`src/fee_pkg.sv`:
```
// Shared types, constants and helpers for the two-page EEPROM emulation core.
// No dependencies.
package fee_pkg;

  localparam int unsigned SLOTS    = 256;
  localparam int unsigned SLOT_W   = $clog2(SLOTS);
  localparam int unsigned NS_W     = SLOT_W + 1;
  localparam int unsigned ADDR_W   = SLOT_W + 1;
  localparam int unsigned NUM_KEYS = 2;

  localparam logic [15:0] HDR_ERASED = 16'hFFFF;
  localparam logic [15:0] HDR_XFER   = 16'h1234;
  localparam logic [15:0] HDR_VALID  = 16'h0000;
  localparam logic [31:0] WORD_EMPTY = 32'hFFFF_FFFF;
  localparam logic [15:0] KEY0_RST   = 16'h1000;
  localparam logic [15:0] KEY1_RST   = 16'h2000;

  typedef enum logic [1:0] {
    REQ_READ  = 2'd0,
    REQ_WRITE = 2'd1,
    REQ_MOUNT = 2'd2,
    REQ_NOP   = 2'd3
  } req_e;

  typedef enum logic {
    CFG_KEY_0 = 1'b0,
    CFG_KEY_1 = 1'b1
  } cfg_idx_e;

  typedef enum logic [1:0] {
    KSEL_REQ,
    KSEL_K0,
    KSEL_K1
  } key_sel_e;

  typedef enum logic [4:0] {
    ST_IDLE,
    ST_DISPATCH,
    ST_RD_WAIT,
    ST_W_RD,
    ST_W_WR,
    ST_W_CHK,
    ST_X_INIT,
    ST_X_FE_WAIT,
    ST_X_HDR,
    ST_X_LK,
    ST_X_LK_WAIT,
    ST_X_P_RD,
    ST_X_P_WR,
    ST_X_ERASE,
    ST_X_VALID,
    ST_M_CASE,
    ST_M_FMT,
    ST_M_HDR,
    ST_M_TAIL,
    ST_M_FE_WAIT,
    ST_M_CHK,
    ST_DONE
  } state_e;

  typedef struct packed {
    logic [1:0]  req_type;
    logic [15:0] virt_key;
    logic [15:0] write_value;
  } req_t;

  typedef struct packed {
    logic [15:0] read_value;
    logic        found;
    logic        store_ready;
  } rsp_t;

  typedef struct packed {
    logic        accept;
    logic        scan_start;
    logic        scan_fe;
    logic        scan_page;
    key_sel_e    key_sel;
    logic        prog_rd;
    logic        prog_wr;
    logic        prog_page;
    logic        hdr_we;
    logic        hdr_page;
    logic [15:0] hdr_val;
    logic        erase;
    logic        erase_page;
    logic        ns_clear;
    logic        emit;
  } cmd_t;

  typedef struct packed {
    logic [1:0]  req_type;
    logic [15:0] hdr_a;
    logic [15:0] hdr_b;
    logic        scan_done;
    logic        scan_hit;
    logic        ns_full;
    logic        ns_zero;
  } sts_t;

  // exactly one page valid
  function automatic logic vp_exists(input logic [15:0] ha, input logic [15:0] hb);
    return (ha == HDR_VALID) != (hb == HDR_VALID);
  endfunction

  function automatic logic vp_page(input logic [15:0] ha, input logic [15:0] hb);
    return (ha != HDR_VALID) && (hb == HDR_VALID);
  endfunction

endpackage

```
`src/fee_ctrl.sv`:
```
// Controller: sequences read, write, page transfer and mount over the datapath.
// Depends on fee_pkg.
module fee_ctrl import fee_pkg::*; (
  input  logic clk_i,
  input  logic rst_ni,
  input  logic start,
  output logic busy,
  input  sts_t sts_i,
  output cmd_t cmd_o
);

  state_e state_q, state_d;
  logic   ret_q, ret_d;     // 1: transfer returns to the mount tail
  logic   newp_q, newp_d;
  logic   cur_q, cur_d;
  logic   kidx_q, kidx_d;

  logic [15:0] ha, hb;
  logic        vpe, vpp, last_key;

  assign ha       = sts_i.hdr_a;
  assign hb       = sts_i.hdr_b;
  assign vpe      = vp_exists(ha, hb);
  assign vpp      = vp_page(ha, hb);
  assign last_key = (kidx_q == 1'(NUM_KEYS - 1));

  always_ff @(posedge clk_i or negedge rst_ni) begin
    if (!rst_ni) begin
      state_q <= ST_IDLE;
      ret_q   <= 1'b0;
      newp_q  <= 1'b0;
      cur_q   <= 1'b0;
      kidx_q  <= 1'b0;
    end else begin
      state_q <= state_d;
      ret_q   <= ret_d;
      newp_q  <= newp_d;
      cur_q   <= cur_d;
      kidx_q  <= kidx_d;
    end
  end

  always_comb begin
    state_d = state_q;
    ret_d   = ret_q;
    newp_d  = newp_q;
    cur_d   = cur_q;
    kidx_d  = kidx_q;
    cmd_o   = '0;
    cmd_o.key_sel = KSEL_REQ;

    unique case (state_q)
      ST_IDLE: begin
        if (start) begin
          cmd_o.accept = 1'b1;
          state_d      = ST_DISPATCH;
        end
      end
      ST_DISPATCH: begin
        unique case (req_e'(sts_i.req_type))
          REQ_READ: begin
            if (vpe) begin
              cmd_o.scan_start = 1'b1;
              cmd_o.scan_page  = vpp;
              state_d          = ST_RD_WAIT;
            end else begin
              state_d = ST_DONE;
            end
          end
          REQ_WRITE: begin
            cur_d   = vpp;
            state_d = vpe ? ST_W_RD : ST_DONE;
          end
          REQ_MOUNT: state_d = ST_M_CASE;
          default:   state_d = ST_DONE;
        endcase
      end
      ST_RD_WAIT: begin
        if (sts_i.scan_done) state_d = ST_DONE;
      end
      ST_W_RD: begin
        cmd_o.prog_rd   = 1'b1;
        cmd_o.prog_page = cur_q;
        state_d         = ST_W_WR;
      end
      ST_W_WR: begin
        cmd_o.prog_wr   = 1'b1;
        cmd_o.prog_page = cur_q;
        state_d         = ST_W_CHK;
      end
      ST_W_CHK: begin
        ret_d   = 1'b0;
        state_d = sts_i.ns_full ? ST_X_INIT : ST_DONE;
      end
      ST_X_INIT: begin
        newp_d           = !((ha != HDR_VALID) && (hb == HDR_VALID));
        cmd_o.scan_start = 1'b1;
        cmd_o.scan_fe    = 1'b1;
        cmd_o.scan_page  = newp_d;
        state_d          = ST_X_FE_WAIT;
      end
      ST_X_FE_WAIT: begin
        if (sts_i.scan_done) state_d = ST_X_HDR;
      end
      ST_X_HDR: begin
        cmd_o.hdr_we   = 1'b1;
        cmd_o.hdr_page = newp_q;
        cmd_o.hdr_val  = HDR_XFER;
        kidx_d         = 1'b0;
        state_d        = ST_X_LK;
      end
      ST_X_LK: begin
        cmd_o.key_sel = kidx_q ? KSEL_K1 : KSEL_K0;
        if (vpe) begin
          cmd_o.scan_start = 1'b1;
          cmd_o.scan_page  = vpp;
          state_d          = ST_X_LK_WAIT;
        end else if (last_key) begin
          state_d = ST_X_ERASE;
        end else begin
          kidx_d = 1'b1;
        end
      end
      ST_X_LK_WAIT: begin
        if (sts_i.scan_done) begin
          if (sts_i.scan_hit) begin
            state_d = ST_X_P_RD;
          end else if (last_key) begin
            state_d = ST_X_ERASE;
          end else begin
            kidx_d  = 1'b1;
            state_d = ST_X_LK;
          end
        end
      end
      ST_X_P_RD: begin
        cmd_o.key_sel   = kidx_q ? KSEL_K1 : KSEL_K0;
        cmd_o.prog_rd   = 1'b1;
        cmd_o.prog_page = newp_q;
        state_d         = ST_X_P_WR;
      end
      ST_X_P_WR: begin
        cmd_o.key_sel   = kidx_q ? KSEL_K1 : KSEL_K0;
        cmd_o.prog_wr   = 1'b1;
        cmd_o.prog_page = newp_q;
        if (last_key) begin
          state_d = ST_X_ERASE;
        end else begin
          kidx_d  = 1'b1;
          state_d = ST_X_LK;
        end
      end
      ST_X_ERASE: begin
        cmd_o.erase      = 1'b1;
        cmd_o.erase_page = ~newp_q;
        state_d          = ST_X_VALID;
      end
      ST_X_VALID: begin
        cmd_o.hdr_we   = 1'b1;
        cmd_o.hdr_page = newp_q;
        cmd_o.hdr_val  = HDR_VALID;
        state_d        = ret_q ? ST_M_TAIL : ST_DONE;
      end
      ST_M_CASE: begin
        priority if (ha == HDR_VALID && hb == HDR_ERASED) begin
          cmd_o.erase      = 1'b1;
          cmd_o.erase_page = 1'b1;
          state_d          = ST_M_TAIL;
        end else if (ha == HDR_ERASED && hb == HDR_VALID) begin
          cmd_o.erase = 1'b1;
          state_d     = ST_M_TAIL;
        end else if (ha == HDR_ERASED && hb == HDR_XFER) begin
          cmd_o.erase = 1'b1;
          cur_d       = 1'b1;
          state_d     = ST_M_HDR;
        end else if (ha == HDR_XFER && hb == HDR_ERASED) begin
          cmd_o.erase      = 1'b1;
          cmd_o.erase_page = 1'b1;
          cur_d            = 1'b0;
          state_d          = ST_M_HDR;
        end else if ((ha == HDR_VALID && hb == HDR_XFER) ||
                     (ha == HDR_XFER && hb == HDR_VALID)) begin
          ret_d   = 1'b1;
          state_d = ST_X_INIT;
        end else begin
          cmd_o.erase = 1'b1;
          state_d     = ST_M_FMT;
        end
      end
      ST_M_FMT: begin
        cmd_o.erase      = 1'b1;
        cmd_o.erase_page = 1'b1;
        cur_d            = 1'b0;
        state_d          = ST_M_HDR;
      end
      ST_M_HDR: begin
        cmd_o.hdr_we   = 1'b1;
        cmd_o.hdr_page = cur_q;
        cmd_o.hdr_val  = HDR_VALID;
        state_d        = ST_M_TAIL;
      end
      ST_M_TAIL: begin
        if (vpe) begin
          cmd_o.scan_start = 1'b1;
          cmd_o.scan_fe    = 1'b1;
          cmd_o.scan_page  = vpp;
          state_d          = ST_M_FE_WAIT;
        end else begin
          cmd_o.ns_clear = 1'b1;
          state_d        = ST_M_CHK;
        end
      end
      ST_M_FE_WAIT: begin
        if (sts_i.scan_done) state_d = ST_M_CHK;
      end
      ST_M_CHK: begin
        ret_d   = 1'b0;
        state_d = sts_i.ns_zero ? ST_X_INIT : ST_DONE;
      end
      ST_DONE: begin
        cmd_o.emit = 1'b1;
        state_d    = ST_IDLE;
      end
      default: state_d = ST_IDLE;
    endcase
  end

  assign busy = (state_q != ST_IDLE);

endmodule
```
`config.mk`:
```
export PLATFORM = sky130hd
export DESIGN_NAME = fee_ctrl
export DESIGN_NICKNAME = d
export VERILOG_FILES = /design/src/fee_pkg.sv /design/src/fee_ctrl.sv
export SDC_FILE = /design/constraint.sdc
export NUM_CORES = 1
export LEC_CHECK = 0
export ABC_AREA = 1
export BUFFER_PORTS_ARGS = -buffer_cell sky130_fd_sc_hd__buf_2
export CORE_MARGIN = 8
export CORE_UTILIZATION = 40
export DETAILED_ROUTE_END_ITERATION = 10
export GPL_TIMING_DRIVEN = 0
export PLACE_DENSITY = 0.69
export SYNTH_ARGS = -nofsm -noshare
export SYNTH_HDL_FRONTEND = slang
export SYNTH_SLANG_ARGS = --single-unit
```
`constraint.sdc`:
```
create_clock -name clk_i -period 1.7 [get_ports clk_i]
set_input_delay 0.255 -clock clk_i [delete_from_list [all_inputs] [get_ports clk_i]]
set_output_delay 0.255 -clock clk_i [all_outputs]
set_load 0.02 [all_outputs]
```
==> flow_summary.ini, run 1 <==
[route]
drc = 0
via_per_inst = 5.28
post_drt_wl_per_cell_um = 14.7
drt_iter0_markers = 267
ant_nets = 0
wl_um = 7330
dr.pass1.iters = 7
num_vias = 2629

[worst_setup_path]
crit_path_start_kind = flop
crit_fanout = 6
critPathSlowestCell = dfrtp_2
r2r_start = state_q[2]
cp-end-kind = output port
critPathMaxStageDelay_ns = 0.47
critPathRequiredTime_ns = 1.44
path_delay_family = flip-flops
crit_arrival_ns = 1.62
r2r_cells = 13
cp_num_cells = 6
r2r_end = state_q[0]
crit_chain = buf_6, nand3_4, nor2_2, inv_2, o211ai_1, buf_4
cp_num_buf_inv = 3
r2r_slack_ns = -0.08
path_class = flop to output port

[final_layout]
final_common_cell = nand2_1
layout_common_cells = 83 x nand2_1, 55 x buf_4, 48 x nor2_1
fin_area_um2 = 2970
drive_gt1_share_pct = 46.7
final_nets = 496
post-route-util_pct = 73.1
diodes = 0
area_delta_synth_final_pct = 73.5

[cts]
cts_root_buf = clkbuf_8
cts_max_level = 1
clkTransAtPathRegs_ns = 0.05
cts.sinks = 9
cts_made_buffers = 3
cts_tree = yes
cts_buffer_depth = 2
clk_latency_ns = 0.25

[grt]
grt_util_all_layers_pct = 18.6
grt_max_degree = 10
grt_pass1_wl_um = 10000
gr-usage-met2_pct = 31.6
grt_pass1_vias = 2263
top_usage_layer = met2
grt_use_met3_pct = 3.86
overflow = 0
grt_util_met1_pct = 23.0
grt_antenna_before_repair = 0

[sta]
worst_clock_skew_ns = 0.0105
setup_viol = 19
drv_slew = 0
min_period_ns = 1.87
worst_slack_ns = -0.174
post-route-period-util_pct = 110
rsz0062_at_grt = true
max_freq_ghz = 0.534
finalHoldViolations = 0

[floorplanning]
rows = 23
die_w_um = 81.4
ioPinCount = 73
dieArea_um2 = 6620
fp.dieH_um = 81.4
start_util_pct = 42.2
fp.coreArea_um2 = 4060

[synth]
ys.flop_type = dfrtp_1
synth_fa_ha_area_share_pct = 4.39
yosys_warnings = 0
syn_area_um2 = 1710
synth_cell_types = 23
synth-xor-area-share_pct = 0
synth_top_family_by_area = simple AND/OR/NAND/NOR gates
synth-compound-area-share_pct = 7.68
yosysTopAreaCellShare_pct = 22.6
synthMuxAreaShare_pct = 0
yosysTopAreaCell = nand2_1
syn_avg_cell_area_um2 = 5.09
yosys.area_share.simple_pct = 56.5
synthTopCellsByArea = nand2_1 23%, nor2_1 17%, dfrtp_1 13%, inv_1 11%, nand3_1 7.0%
ys_ff_latch = 9
synth-edff-count = 0
synth_cells = 336
ys_seq_area_share_pct = 13.2
async_flop_share_pct = 100

[hold_path]
hold_path_class = input port to flop
hold_end = state_q[2]
holdCritStartpoint = sts_i[3]
hold_depth = 4

[placed_design]
place_ws_ns = -0.475
place.gp.congestion = 0.899
postPlaceCellArea_um2 = 2140
dpl.hpwl_um = 4660
port_buffers = 61

[power]
leakage_nw = 1.62
power_density_nw_per_um2 = 993
max-vdd-ir-drop_mv = 1.06
power_mw = 2.95

[status]
status = finished, violations left
violations = negative setup slack

[run]
cap_violations = 0
## Yosys cell counts (2+ instances only)
library cell,instances
a21oi_1,5
inv_1,50
nand2_1,103
nand3_1,24
dfrtp_1,9
or2_2,2
nor2_4,2
ha_1,6
inv_2,2
nor2_1,78
o22ai_1,3
nand4_1,16
o21ai_0,9
buf_4,15
nor3_1,4
## area by class of cell
class	count	area [um2]
multi-input cells	270	1560
fillers	299	1090
repair buffers	98	743
flip-flops and latches	9	231
inverters	52	215
plain buffers	15	113
well taps	50	62.6
clock buffers	4	45.0
## metrics by stage
stage | cells | TNS [ns] | hold WS, ns
after floorplan | 346 | -0.00309 | -0.0406
after global placement | 457 | -2.98 | 0.131
after detailed placement | 457 | -2.88 | 0.131
after CTS | 481 | -0.649 | 0.323
after global routing | 498 | -2.50 | 0.362
final | 498 | -1.43 | 0.345
## routing by layer
metal | part of all wire [%] | routed length [um]
met3 | 11 | 816
met5 | 0 | 0
met4 | 5.2 | 381
met1 | 37 | 2710
met2 | 47 | 3410
## how the worst max path moves through the flow
stage	from	to	slack, ns
floorplan	sts_i[21]	state_q[1]	-0.003
global placement	sts_i[15]	state_q[2]	-0.44
detailed placement	sts_i[5]	state_q[2]	-0.47
CTS	state_q[2]	cmd_o[29]	-0.09
global route	state_q[2]	cmd_o[2]	-0.22
finish	state_q[2]	cmd_o[2]	-0.17
## flip-flops by register name, summed over array words and instances (netlist names)
signal,count
state_q,5
cur_q,1
kidx_q,1
newp_q,1
ret_q,1
## worst reg2reg max path, cell delays in order, from the launching register on
cell and delay (ns):
dfrtp_2 0.47, nor2_4 0.07, nand2_4 0.10, inv_2 0.05
buf_4 0.12, buf_4 0.14, nand2_2 0.08, nand3_1 0.09
nor2_1 0.15, nand2_1 0.08, nor2_2 0.11, nand2_1 0.08
nand2_1 0.07, nand2_1 0.05
## power by group
group | switching, mW | internal, mW
sequential | 0.171 | 0.301
combinational | 1.33 | 0.867
clock | 0.108 | 0.165
total | 1.61 | 1.33
## kinds of logic (layout without fill, tap and decap cells)
| group | count (synthesis) | after routing |
|---|---|---|
| flops | 9 | 9 |
| buf+inv | 67 | 169 |
| compound gates | 22 | 22 |
| other cells | 1 | 11 |
| fa+ha+maj | 6 | 6 |
| simple gates | 231 | 231 |
## timing repair
item,in CTS,in global routing
pin swaps,14,48
endpoints found under the hold margin,9,0
hold buffers,1,0
resized for setup,73,94
endpoints found under the setup margin,24,24
cloned,0,0
setup buffers,19,17
(Power assumes the default switching activity.)
==> inputs of run 2 (changes only) <==
Settings changed: RECOVER_POWER set to 100.
==> run 2 against run 1 <==
The run still ends with negative setup slack left. Flip-flop and latch count unchanged. Largest power group unchanged. Sequential power hardly changed. Highest routed layer unchanged. Critical endpoint unchanged. Die area unchanged.
==> flow_summary.ini, run 2 (synthesis results as in run 1) <==
[worst_setup_path]
r2r_slack_ns = -0.10
crit_path_end = cmd_o[2]
r2r_start = state_q[4]
crit_fanout = 6
critPathRequiredTime_ns = 1.44
path_class = flop to output port
r2r_cells = 13
r2r_end = state_q[0]
startpoint = state_q[2]
crit_path_start_kind = flop
crit_arrival_ns = 1.60
cp-end-kind = output port

[power]
leakage_nw = 1.62
power_mw = 2.95
power_density_nw_per_um2 = 993
max-vdd-ir-drop_mv = 1.06

[sta]
finalHoldViolations = 0
drv_slew = 0
setup_viol = 19
max_slew.worst_pin.slew_ns = 0.596
worst_slack_ns = -0.158
maxSlewHeadroom_pct = 60.3
rsz0062_at_grt = true
max_freq_ghz = 0.538
worst_clock_skew_ns = 0.0108
post-route-period-util_pct = 109
min_period_ns = 1.86
finalSetupTns_ns = -1.40

[placed_design]
postPlaceCellArea_um2 = 2140
place_inst = 457
place.gp.congestion = 0.899
place_ws_ns = -0.475
port_buffers = 61
dpl.hpwl_um = 4660

[hold_path]
hold_path_class = input port to flop

[final_layout]
fill_cells = 300
layout_common_cells = 83 x nand2_1, 55 x buf_4, 48 x nor2_1
drive_gt1_share_pct = 46.4
area_delta_synth_final_pct = 73.4
largest-register = state_q
stdcell_count = 498
diodes = 0
largest_reg_flops = 5
final_nets = 496
fin_area_um2 = 2970
final_common_cell = nand2_1

[floorplanning]
fp.dieH_um = 81.4
start_util_pct = 42.2
die_w_um = 81.4
dieArea_um2 = 6620
rows = 23
ioPinCount = 73
fp.coreArea_um2 = 4060

[route]
num_vias = 2629
dr.pass1.iters = 7
wl_um = 7320
drt_iter0_markers = 267
ant_nets = 0
post_drt_wl_per_cell_um = 14.7
via_per_inst = 5.28
drc = 0

[status]
violations = negative setup slack
status = finished, violations left

[cts]
cts_tree = yes
cts_root_buf = clkbuf_8
cts_max_level = 1
clkTransAtPathRegs_ns = 0.05
cts.sinks = 9
clk_latency_ns = 0.25
cts_buffer_depth = 2
cts_made_buffers = 3

[run]
cap_violations = 0

[grt]
grt_pass1_vias = 2263
grt_pass1_wl_um = 10000
grt_util_all_layers_pct = 18.6
grt_max_degree = 10
overflow = 0
grt_antenna_before_repair = 0
[run 2: what timing repair did]
item,4_1_cts,5_1_grt
pin swaps,14,48
setup endpoints to repair,24,24
resized for setup,73,94
hold buffers,1,0
hold endpoints to repair,9,0
buffers inserted,19,17
[run 2: how the worst min path moves through the flow]
| stage | start | cells past startpoint | endpoint |
|---|---|---|---|
| after floorplan | rst_ni | 0 | cur_q |
| after global placement | rst_ni | 1 | kidx_q |
| after detailed placement | rst_ni | 1 | kidx_q |
| after CTS | sts_i[3] | 4 | state_q[4] |
| after global routing | sts_i[3] | 4 | state_q[2] |
| final | sts_i[3] | 4 | state_q[2] |
[run 2: where the power goes]
group          switching, mW  internal (mW)
Combinational           1.33          0.867
Clock                  0.107          0.165
Sequential             0.173          0.301
Total                   1.61           1.33
[run 2: stage by stage]
stage / util (%) / hold WS (ns)
global route: 73.1 / 0.362
detailed placement: 52.7 / 0.131
global placement: 52.7 / 0.131
floorplan: - / -0.0406
finish: 73.1 / 0.348
CTS: 62.2 / 0.323
[run 2: routing by layer]
layer  wire length [um]  GRT usage, %  vias to the layer above
met3                782          3.86                       43
met2               3420          31.6                      191
met1               2740          23.0                     1142
met5                  0             0                        -
met4                377          4.82                        0
li1                   -             -                     1253
[run 2: area by class of cell]
type	count	area, um2	share of cell area, %
multi-input cells	270	1560	52.5
clock buffers	4	45.0	1.52
repair buffers	98	742	25.0
plain buffers	15	113	3.80
well taps	50	62.6	2.11
inverters	52	215	7.25
flip-flops and latches	9	231	7.80
[run 2: critical path, stage by stage, from the launching register on]
cell and delay [ns]:
dfrtp_2 0.48, nor2_4 0.21, nand2_4 0.12, nor2_2 0.17, inv_2 0.08, o211ai_1 0.12
buf_4 0.19
